`config.mk`:
```
export PLATFORM = sky130hd
export DESIGN_NAME = ctcg_row_argmax
export DESIGN_NICKNAME = d
export VERILOG_FILES = /design/src/hdl/ctc_greedy_decoder_unit_assert.svh /design/src/hdl/ctcg_pkg.sv /design/src/hdl/ctcg_row_argmax.sv
export SDC_FILE = /design/constraint.sdc
export NUM_CORES = 1
export LEC_CHECK = 0
export BUFFER_PORTS_ARGS = -buffer_cell sky130_fd_sc_hd__buf_2
export CAP_MARGIN = 10
export CELL_PAD_IN_SITES_DETAIL_PLACEMENT = 1
export CELL_PAD_IN_SITES_GLOBAL_PLACEMENT = 1
export CORE_ASPECT_RATIO = 0.5
export CORE_MARGIN = 2
export CORE_UTILIZATION = 47
export CTS_CLUSTER_SIZE = 40
export DETAILED_ROUTE_END_ITERATION = 12
export PLACE_DENSITY = 0.95
export SYNTH_ARGS = -nofsm -noshare
export SYNTH_HDL_FRONTEND = slang
export SYNTH_SLANG_ARGS = --single-unit
```
`constraint.sdc`:
```
create_clock -name clk -period 12.4 [get_ports clk]
set_input_delay 2.48 -clock clk [delete_from_list [all_inputs] [get_ports clk]]
set_output_delay 2.48 -clock clk [all_outputs]
set_load 0.01 [all_outputs]
```
`src/hdl/ctc_greedy_decoder_unit_assert.svh`:
```
// assertion macros for the ctc greedy decoder
`ifndef CTC_GREEDY_DECODER_UNIT_ASSERT_SVH
`define CTC_GREEDY_DECODER_UNIT_ASSERT_SVH

// plain property, sampled on clk, off while reset is asserted
`define CTCG_ASSERT(lbl, prop, msg) \
	lbl: assert property (@(posedge clk) disable iff (!arst_n) (prop)) else $error(msg);

// same-cycle implication
`define CTCG_ASSERT_IMP(lbl, ante, cons, msg) \
	lbl: assert property (@(posedge clk) disable iff (!arst_n) (ante) |-> (cons)) \
		else $error(msg);

// next-cycle implication
`define CTCG_ASSERT_NEXT(lbl, ante, cons, msg) \
	lbl: assert property (@(posedge clk) disable iff (!arst_n) (ante) |=> (cons)) \
		else $error(msg);

`endif

```
`src/hdl/ctcg_pkg.sv`:
```
// package: widths, codes and shared types of the ctc greedy decoder
`default_nettype none

package ctcg_pkg;

	localparam int MAX_CLASSES = 8192;
	localparam int TABLE_AW    = $clog2(MAX_CLASSES);

	localparam int SCORE_W   = 16;
	localparam int CLASS_W   = 13;
	localparam int PREV_W    = 14;
	localparam int CHARSET_W = 14;
	localparam int CFG_IDX_W = 2;
	localparam int CFG_DAT_W = 16;

	localparam logic [PREV_W-1:0]  NONE_WINNER = '1;
	localparam logic [CLASS_W-1:0] COUNTER_MAX = '1;

	// item commands
	localparam logic CMD_SCORE = 1'b0;
	localparam logic CMD_LOAD  = 1'b1;

	// register indexes
	localparam logic [CFG_IDX_W-1:0] REG_MIN_PROB = 2'd0;
	localparam logic [CFG_IDX_W-1:0] REG_CHARSET  = 2'd1;

	localparam logic [CHARSET_W-1:0] CHARSET_RESET = 14'd8192;

	typedef struct packed {
		logic [SCORE_W-1:0]   min_probability;
		logic [CHARSET_W-1:0] charset_size;
	} cfg_regs_t;

	// winner of a finished row on its way to the table lookup
	typedef struct packed {
		logic [CLASS_W-1:0] winner;
		logic               pre_ok;
		logic               seq_end;
	} rowend_t;

endpackage

`default_nettype wire

```
`src/hdl/ctcg_row_argmax.sv`:
```
// running argmax over one row and previous-winner tracking
`default_nettype none

module ctcg_row_argmax import ctcg_pkg::*; (
	input  wire logic               clk,
	input  wire logic               arst_n,
	input  wire cfg_regs_t          cfg,
	input  wire logic               accept,
	input  wire logic [SCORE_W-1:0] score,
	input  wire logic               row_end,
	input  wire logic               seq_end,
	output rowend_t                 rowend
);

	logic [SCORE_W-1:0] best_score_q;
	logic [CLASS_W-1:0] best_class_q;
	logic [CLASS_W-1:0] cnt_q;
	logic [PREV_W-1:0]  prev_q;

	logic               take;
	logic [CLASS_W-1:0] win_class;
	logic [SCORE_W-1:0] win_score;

	// first class loads, later ones only when strictly greater
	always_comb begin
		take      = (cnt_q == '0) || (score > best_score_q);
		win_class = take ? cnt_q : best_class_q;
		win_score = take ? score : best_score_q;
	end

	// checks that need no table lookup
	always_comb begin
		rowend.winner  = win_class;
		rowend.seq_end = seq_end;
		rowend.pre_ok  = (win_class != '0) &&
			({1'b0, win_class} != prev_q) &&
			({1'b0, win_class} < cfg.charset_size) &&
			(win_score >= cfg.min_probability);
	end

	// row state update
	always_ff @(posedge clk or negedge arst_n) begin
		if (!arst_n) begin
			best_score_q <= '0;
			best_class_q <= '0;
			cnt_q        <= '0;
			prev_q       <= NONE_WINNER;
		end else if (accept) begin
			if (row_end) begin
				best_score_q <= '0;
				best_class_q <= '0;
				cnt_q        <= '0;
				prev_q       <= seq_end ? NONE_WINNER : {1'b0, win_class};
			end else begin
				best_score_q <= win_score;
				best_class_q <= win_class;
				if (cnt_q != COUNTER_MAX) begin
					cnt_q <= cnt_q + 1'b1;
				end
			end
		end
	end

endmodule

`default_nettype wire

```
Word-level counts from Yosys, hierarchy flattened
Cells that the tools add are included.
{"block": "totals", "ff_bits": 56, "output_inout_bits": 15}
{"block": "classes", "addsub": 1, "order_cmp": 3, "n_eq_ne": 2, "muxes": 7, "reduce_logical": 9}
{"op": "13-bit 2-to-1 mux", "count": 4}
{"op": "16-bit 2-to-1 mux", "count": 2}
{"op": "16-bit greater-or-equal comparator", "count": 1}
{"op": "16-bit > comparator", "count": 1}
{"op": "13-bit by 14-bit < comparator with 1-bit output", "count": 1}
{"op": "14-bit 2-to-1 mux", "count": 1}
{"op": "13-bit by 14-bit inequality test with 1-bit output", "count": 1}
{"op": "13-bit by 1-bit adder with 13-bit output, second input constant", "count": 1}
{"op": "13-bit logical NOT", "count": 1}
{"op": "13-bit inequality test, second input constant", "count": 1}
{"op": "13-bit nonzero test", "count": 1}
{"op": "2-bit AND reduction", "count": 2}
{"op": "1-bit logical AND", "count": 3}
{"op": "2-bit nonzero test", "count": 1}
{"op": "1-bit logical OR", "count": 1}

Depth between registers and ports, before layout
Gate-level depths: netlist (run 1).
{"block": "depth", "word_depth": 7, "ltp_mapped": 21, "depth_no_buf": 19}

Least setup slack after synthesis (run 1)
Ideal clock, no wire load.
{"block": "synth_timing", "path_kind": "input port to output port", "from": "in score[15]", "to": "out rowend[1] (netlist bit)", "arrival_time_ps": 5708, "path_slack_ps": 4212, "stages": 19, "n_path_buf": 2, "path_cell_list": "ha_1 nand4_2 nor4_2 nand2_1 a21boi_2 buf_6 buf_6 mux2i_1 inv_1 ha_1 a21o_1 a21o_1 a21oi_1 nor2_1 a2111oi_0 nor3_1 a21oi_1 o2111ai_1 a21oi_1"}
{"item": "start, declared", "line_no": "ctcg_row_argmax.sv:9", "text": "input wire logic [SCORE_W-1:0] score,"}
{"item": "end, declared", "line_no": "ctcg_row_argmax.sv:12", "text": "output rowend_t rowend"}

==> run summary, run 1 <==
Ys async rst share -> 100%
CP Cell Sequence -> buf_2 > ha_1 > nand4_2 > nor4_2 > nand2_1 > a21boi_4 > buf_4 > mux2i_1 > inv_1 > ha_1 > a21o_1 > a21o_1 > a21oi_1 > nor2_1 > a2111oi_0 > nor3_1 > a21oi_1 > o2111ai_1 > a21oi_1 > buf_2
Most common cell after layout, fill and taps aside -> inv_1
Max cap viols -> 0
R2R depth -> 9
Synth cell types -> 46
Sw Ratio -> 32.6%
Max rail drop VDD -> 61.3 µV
Setup Buffers After CTS -> 0
Overflow after GRT -> 0
DRC violation count after routing -> 0
DR vias/cell -> 5.83
Clock Skews -> 0.00690 ns
Least-Margin Pin Slew -> 1.18 ns
Iteration-0 DRC Markers -> 400
Worst path max stage delay -> 0.44 ns
Hold crit path type -> flop to flop
Critical Path RT -> 9.92 ns
Slowest stage cell on the critical path -> buf_4
Max Clock Freq -> 0.106 GHz
Die H -> 70.2 µm
First-pass GRT wire length -> 22300 µm
Cell Int Power -> 0.000361 W
Seq pwr share -> 40.4%
Average size of a mapped cell -> 8.84 µm²
Slew Limit Fails -> 0
Placer congestion estimate -> 0.901
Final min period -> 9.43 ns
Largest net degree at the start of global routing -> 57
TritonCTS clock tree -> done
Commonest non-fill, non-tap cells in the layout -> inv_1 (79), buf_2 (65), ha_1 (46)
Num rows -> 24
Worst-path clk slew -> 0.08 ns
#FFs+latches synth -> 56
Die area -> 9570 µm²
Post-synth EDFFs -> 0
Die span in x -> 136 µm
Util after Layout -> 54.5%
CTS Buf Count -> 5
Clock buffer depth -> 2
Worst EP arrival -> 6.95 ns
Root buf cell -> clkbuf_16
TritonCTS Sinks -> 56
H-tree depth -> 2
Clock group share of total power -> 31.9%
Hold slack final -> 0.493 ns
Hpwl dp -> 9310 µm
RSZ-0062 raised after global routing -> no
Final WL -> 13600 µm
Yosys warning total -> 0
Final hold viol count -> 0
Crit path capture type -> primary output
Area grow syn2layout -> 14.1%
Worst Hold Depth -> 2
Lkg Pwr -> 2.42 nW
Total number of vias -> 3738
CP Class -> primary input to primary output
Cts hold-fix bufs -> 0
Most used DFF post-synth -> dfrtp_1
Number of global-route vias before repair -> 4176
Core Footprint -> 8620 µm²
P per Cell Area -> 114 nW/µm²
Most used cell, CP -> a21oi_1
Final ANT Viol Nets -> 0
Share of cells above drive strength 1 -> 20.8%
Rel. slew slack -> 21.1%
TNS Setup -> 0 ns
Ant diodes -> 0
Comb pwr share -> 27.7%
Initial Utilization -> 47.8%
Crit-path max FO -> 24
Number of I/O pins -> 66
Startpoint types -> primary input
PortBufs -> 65
WL/cell -> 21.2 µm
Net count, final -> 620
First-pass DRT Iterations -> 7
Ratio of final minimum period to clock period -> 76.1%
Sequential fraction of the synthesis area -> 34.5%
Synth Net Count -> 563
Final setup violation count -> 0
Status -> finished, final reports clean
Post-Synthesis Cells -> 466
Gr usage total -> 30.7%
Post-CTS sizing -> 0
Clk_lat worst skew -> 0.32 ns
Switch Pwr -> 0.000174 W
Antenna violations before repair -> 0
Synthesized area -> 4120 µm²
[cell usage after synthesis (2+ instances only)]
| master | n | share of area [%] |
|---|---|---|
| a21o_1 | 10 | 1.8 |
| and2_1 | 2 | 0.30 |
| nor2_1 | 35 | 3.2 |
| buf_2 | 2 | 0.24 |
| a22oi_1 | 5 | 0.91 |
| mux2_2 | 15 | 4.1 |
| inv_1 | 79 | 7.2 |
| nand4_1 | 10 | 1.5 |
| nand2_1 | 19 | 1.7 |
| nor4_1 | 2 | 0.30 |
| nor2b_1 | 2 | 0.30 |
| xnor2_1 | 12 | 2.6 |
| a2111oi_0 | 2 | 0.43 |
| nor3_1 | 8 | 0.97 |
| dfrtp_1 | 42 | 26 |
| o22ai_1 | 15 | 2.3 |
| ha_1 | 46 | 14 |
| a222oi_1 | 2 | 0.49 |
| nand2b_1 | 20 | 3.0 |
| o21ai_0 | 22 | 2.7 |
| mux2i_1 | 17 | 4.1 |
| a211oi_1 | 2 | 0.36 |
| xor2_1 | 11 | 2.3 |
| clkbuf_1 | 13 | 1.2 |
| and3_1 | 2 | 0.30 |
| a21oi_1 | 26 | 3.2 |
| buf_6 | 2 | 0.55 |
| nand3_1 | 11 | 1.3 |
| dfstp_2 | 14 | 8.9 |
| or4_1 | 2 | 0.36 |
[cell families after synthesis]
group / synth area share, %
AO/OA/AOI/OAI: 13.6
XOR/XNOR: 4.89
adder cells (fa/ha/maj): 14.0
buffers and inverters: 9.36
flip-flops: 34.5
multiplexers: 8.78
AND/OR/NAND/NOR: 15.0
[state kept, by name, summed over array words and instances, names as in the netlist]
signal        count
best_class_q     13
cnt_q            13
prev_q           14
best_score_q     16
[layout make-up]
cell class,instances,area [µm²]
clock inverters,2,38.8
fillers,1024,3920
multi-input cells,313,2320
flip-flops and latches,56,1420
inverters,79,297
repair buffers,68,348
clock buffers,6,129
well taps,117,146
[worst paths after layout]
| path | from | to | slack [ns] |
|---|---|---|---|
| setup / recovery | score[14] | rowend[1] | 2.97 |
| hold / removal | prev_q[13] | prev_q[13] | 0.49 |
| setup reg to reg | best_score_q[15] | best_class_q[5] | 9.28 |
| hold reg to reg | prev_q[13] | prev_q[13] | 0.49 |
| max in group asynchronous | arst_n | best_class_q[5] | 9.57 |
| min in group asynchronous | arst_n | best_score_q[9] | 2.30 |
[power by group through the flow]
stage	logic [W]	clock network (W)	registers, W
2_1_floorplan	0.0000980	0	0.000213
3_5_place_dp	0.000141	0	0.000218
3_3_place_gp	0.000131	0	0.000217
5_1_grt	0.000163	0.000179	0.000217
6_report	0.000148	0.000171	0.000216
4_1_cts	0.000147	0.000171	0.000215
[layer usage]
metal	vias up	global-route usage, %	part of all wire (%)
met4	0	13.4	3.0
met2	145	52.7	50
met5	-	0	0
li1	1692	-	-
met1	1860	37.9	42
met3	41	5.74	5.2
[worst max-delay path: cells and delay by family]
family / cells / cell delay, ns
compound gates: 8 / 1.67
fa+ha+maj: 2 / 0.66
buf+inv: 4 / 0.86
mux: 1 / 0.38
simple gates: 5 / 0.88
[metrics by stage]
stage | instance area, µm² | cells | power [W] | setup WS [ns]
2_1_floorplan | 4120 | 466 | 0.000311 | 4.21
3_3_place_gp | 4530 | 633 | 0.000348 | 3.59
3_5_place_dp | 4530 | 633 | 0.000359 | 3.22
4_1_cts | 4700 | 641 | 0.000534 | 3.04
5_1_grt | 4700 | 641 | 0.000560 | 2.76
6_report | 4700 | 641 | 0.000536 | 2.97
No activity file was read; power rests on OpenSTA's default activity.
==> inputs of run 2 (changes only) <==
--- a/config.mk
+++ b/config.mk
@@ -5,16 +5,17 @@
 export SDC_FILE = /design/constraint.sdc
 export NUM_CORES = 1
 export LEC_CHECK = 0
+export ABC_AREA = 1
 export BUFFER_PORTS_ARGS = -buffer_cell sky130_fd_sc_hd__buf_2
 export CAP_MARGIN = 10
 export CELL_PAD_IN_SITES_DETAIL_PLACEMENT = 1
 export CELL_PAD_IN_SITES_GLOBAL_PLACEMENT = 1
 export CORE_ASPECT_RATIO = 0.5
 export CORE_MARGIN = 2
-export CORE_UTILIZATION = 47
+export CORE_UTILIZATION = 38
 export CTS_CLUSTER_SIZE = 40
 export DETAILED_ROUTE_END_ITERATION = 12
-export PLACE_DENSITY = 0.95
+export PLACE_DENSITY = 0.86
 export SYNTH_ARGS = -nofsm -noshare
 export SYNTH_HDL_FRONTEND = slang
 export SYNTH_SLANG_ARGS = --single-unit
==> constraint.sdc (replaced) <==
create_clock -name clk -period 8.2 [get_ports clk]
set_input_delay 1.64 -clock clk [delete_from_list [all_inputs] [get_ports clk]]
set_output_delay 1.64 -clock clk [all_outputs]
set_load 0.01 [all_outputs]
==> run 2 against run 1 <==
Effect of this change: sequential share of layout area shrank 1.0 points; global-route usage shrank 10 points; first-iteration DRC count decreased by 57%; final area increased by 3.5%.
==> run summary, run 2 <==
Root buf cell -> clkbuf_16
R2R Setup Slk -> 5.42 ns
Post-synth top cells -> inv_1 (113), nand2_1 (105), ha_1 (46)
Status -> finished, final reports clean
Crit-path max FO -> 50
Area after DPL -> 4720 µm²
Final hold viol count -> 0
Max rail drop VDD -> 94.8 µV
Least-Margin Pin Slew -> 1.03 ns
Worst EP arrival -> 5.49 ns
Core Footprint -> 11000 µm²
First-pass DRT Iterations -> 4
Die span in x -> 155 µm
Fin cells -> 773
WL/cell -> 15.0 µm
Number of I/O pins -> 66
Max Clock Freq -> 0.140 GHz
Ant diodes -> 0
Hold Path End -> prev_q[13]
Antenna violations before repair -> 0
Largest net degree at the start of global routing -> 57
Worst reg2reg path endpoint -> best_score_q[3]
Die H -> 79.4 µm
Num rows -> 27
Critical Path RT -> 6.56 ns
Worst-path clk slew -> 0.07 ns
Dpl cells -> 766
Post-Synthesis Cells -> 573
Final ANT Viol Nets -> 0
Lkg Pwr -> 2.67 nW
CP Class -> primary input to primary output
Slew Limit Fails -> 0
Synthesized area -> 4320 µm²
Final setup violation count -> 0
Net count, final -> 725
Hpwl dp -> 8700 µm
Ratio of final minimum period to clock period -> 87.0%
Total number of vias -> 3938
Synth Net Count -> 670
TritonCTS clock tree -> done
PortBufs -> 65
Worst Hold Depth -> 2
Initial Utilization -> 39.1%
Number of global-route vias before repair -> 4262
Die area -> 12300 µm²
H-tree depth -> 2
TNS Setup -> 0 ns
Area grow syn2layout -> 12.7%
Most used DFF post-synth -> dfrtp_1
Clock buffer depth -> 2
Hold wc startpoint -> prev_q[13]
Gr usage total -> 20.3%
Most common cell after layout, fill and taps aside -> inv_1
Share of the synthesized area in the top cell type -> 24.3%
Startpoint types -> primary input
RSZ-0062 raised after global routing -> no
P per Cell Area -> 199 nW/µm²
R2R depth -> 11
Synth cell types -> 36
Largest Register -> best_score_q
Most common cell in the netlist -> inv_1
DR vias/cell -> 5.09
Overflow after GRT -> 0
Iteration-0 DRC Markers -> 173
Cts hold-fix bufs -> 0
Reg-to-Reg Start -> best_score_q[11]
Final min period -> 7.13 ns
CTS Buf Count -> 5
Hold crit path type -> flop to flop
Hold slack final -> 0.495 ns
Placer congestion estimate -> 0.805
Design area -> 4860 µm²
Share of cells above drive strength 1 -> 20.5%
TritonCTS Sinks -> 56
Sequential fraction of the synthesis area -> 32.9%
Final WL -> 11600 µm
Clock Skews -> 0.00786 ns
Ys async rst share -> 100%
Post-CTS sizing -> 0
First-pass GRT wire length -> 20100 µm
Max cap viols -> 0
Post-synth EDFFs -> 0
Commonest non-fill, non-tap cells in the layout -> inv_1 (113), nand2_1 (105), buf_2 (65)
#FFs+latches synth -> 56
Biggest area contributors in the synthesized netlist -> dfrtp_1 (24%), ha_1 (13%), inv_1 (9.8%), nand2_1 (9.1%), dfstp_2 (8.5%)
Rel. slew slack -> 31.0%
Average size of a mapped cell -> 7.54 µm²
Largest register FFs -> 16
Largest registers -> best_score_q: 16 flops, prev_q: 14 flops
Crit path capture type -> primary output
Area leader, netlist -> dfrtp_1
Yosys warning total -> 0
Setup Buffers After CTS -> 0
Clk_lat worst skew -> 0.30 ns
DRC violation count after routing -> 0
[run 2: logic make-up (layout without fill, tap and decap cells)]
logic type	count (synthesis)	count (layout)	synth area share (%)
buffers and inverters	134	189	12.7
flip-flops	56	56	32.9
adder cells (fa/ha/maj)	46	46	13.3
AO/OA/AOI/OAI	110	110	14.6
AND/OR/NAND/NOR	227	227	26.5
[run 2: area by class of cell]
cell class                 count  area, µm²
fill                        1404       6180
timing repair buffer          66        333
clock inverter                 1       8.76
sequential                    56       1420
tap                          145        181
clock buffer                   6        139
inverter                     116        435
multi-input combinational    383       2350
[run 2: metrics by stage]
stage	total power (W)	worst slack, ns	util (%)
2_1_floorplan	0.000641	2.36	-
3_3_place_gp	0.000729	1.33	42.7
3_5_place_dp	0.000751	1.14	42.7
4_1_cts	0.000981	1.02	44.0
5_1_grt	0.00105	0.625	44.0
6_report	0.000969	1.07	44.0
[run 2: how the worst max path moves through the flow]
stage               depth (start not counted)         to  slack (ns)       from
global route                               27  rowend[1]        0.63   score[9]
finish                                     25  rowend[1]        1.07  score[11]
floorplan                                  26  rowend[1]        2.36   score[7]
detailed placement                         24  rowend[1]        1.14  score[15]
global placement                           25  rowend[1]        1.33  score[11]
CTS                                        25  rowend[1]        1.02  score[11]
[run 2: power by group]
| part | switching, W | internal, W | leakage [nW] | total (W) |
|---|---|---|---|---|
| registers | 0.0000147 | 0.000321 | 0.715 | 0.000335 |
| clock network | 0.000104 | 0.000121 | 0.0729 | 0.000225 |
| logic | 0.000271 | 0.000137 | 1.88 | 0.000409 |
| total | 0.000390 | 0.000579 | 2.67 | 0.000969 |
[run 2: routing by layer]
layer | routed length, µm | track usage, % | share of wire [%] | vias up
met3 | 351 | 2.82 | 3.0 | 6
met5 | 0 | 0 | 0 | -
met4 | 76 | 3.33 | 0.66 | 0
met1 | 5500 | 25.8 | 48 | 1911
li1 | - | - | - | 1967
met2 | 5640 | 37.8 | 49 | 54
[run 2: worst max-delay path, cell delays in order]
cell and delay (ns):
buf_2 0.11, ha_1 0.32, a21oi_1 0.17, nand2_1 0.08
a21oi_1 0.17, nand2_1 0.09, nand2_2 0.31, nand2_4 0.43
o21ai_0 0.38, ha_1 0.28, o21ai_0 0.17, a21oi_1 0.08
o21ai_0 0.14, nand2_1 0.07, nand2_1 0.06, nand2_1 0.05
nand2_1 0.06, nand2_1 0.05, a21oi_1 0.20, nor2_1 0.06
nor2_1 0.18, nor2_1 0.08, nand2_1 0.10, nor2_1 0.05
buf_2 0.13
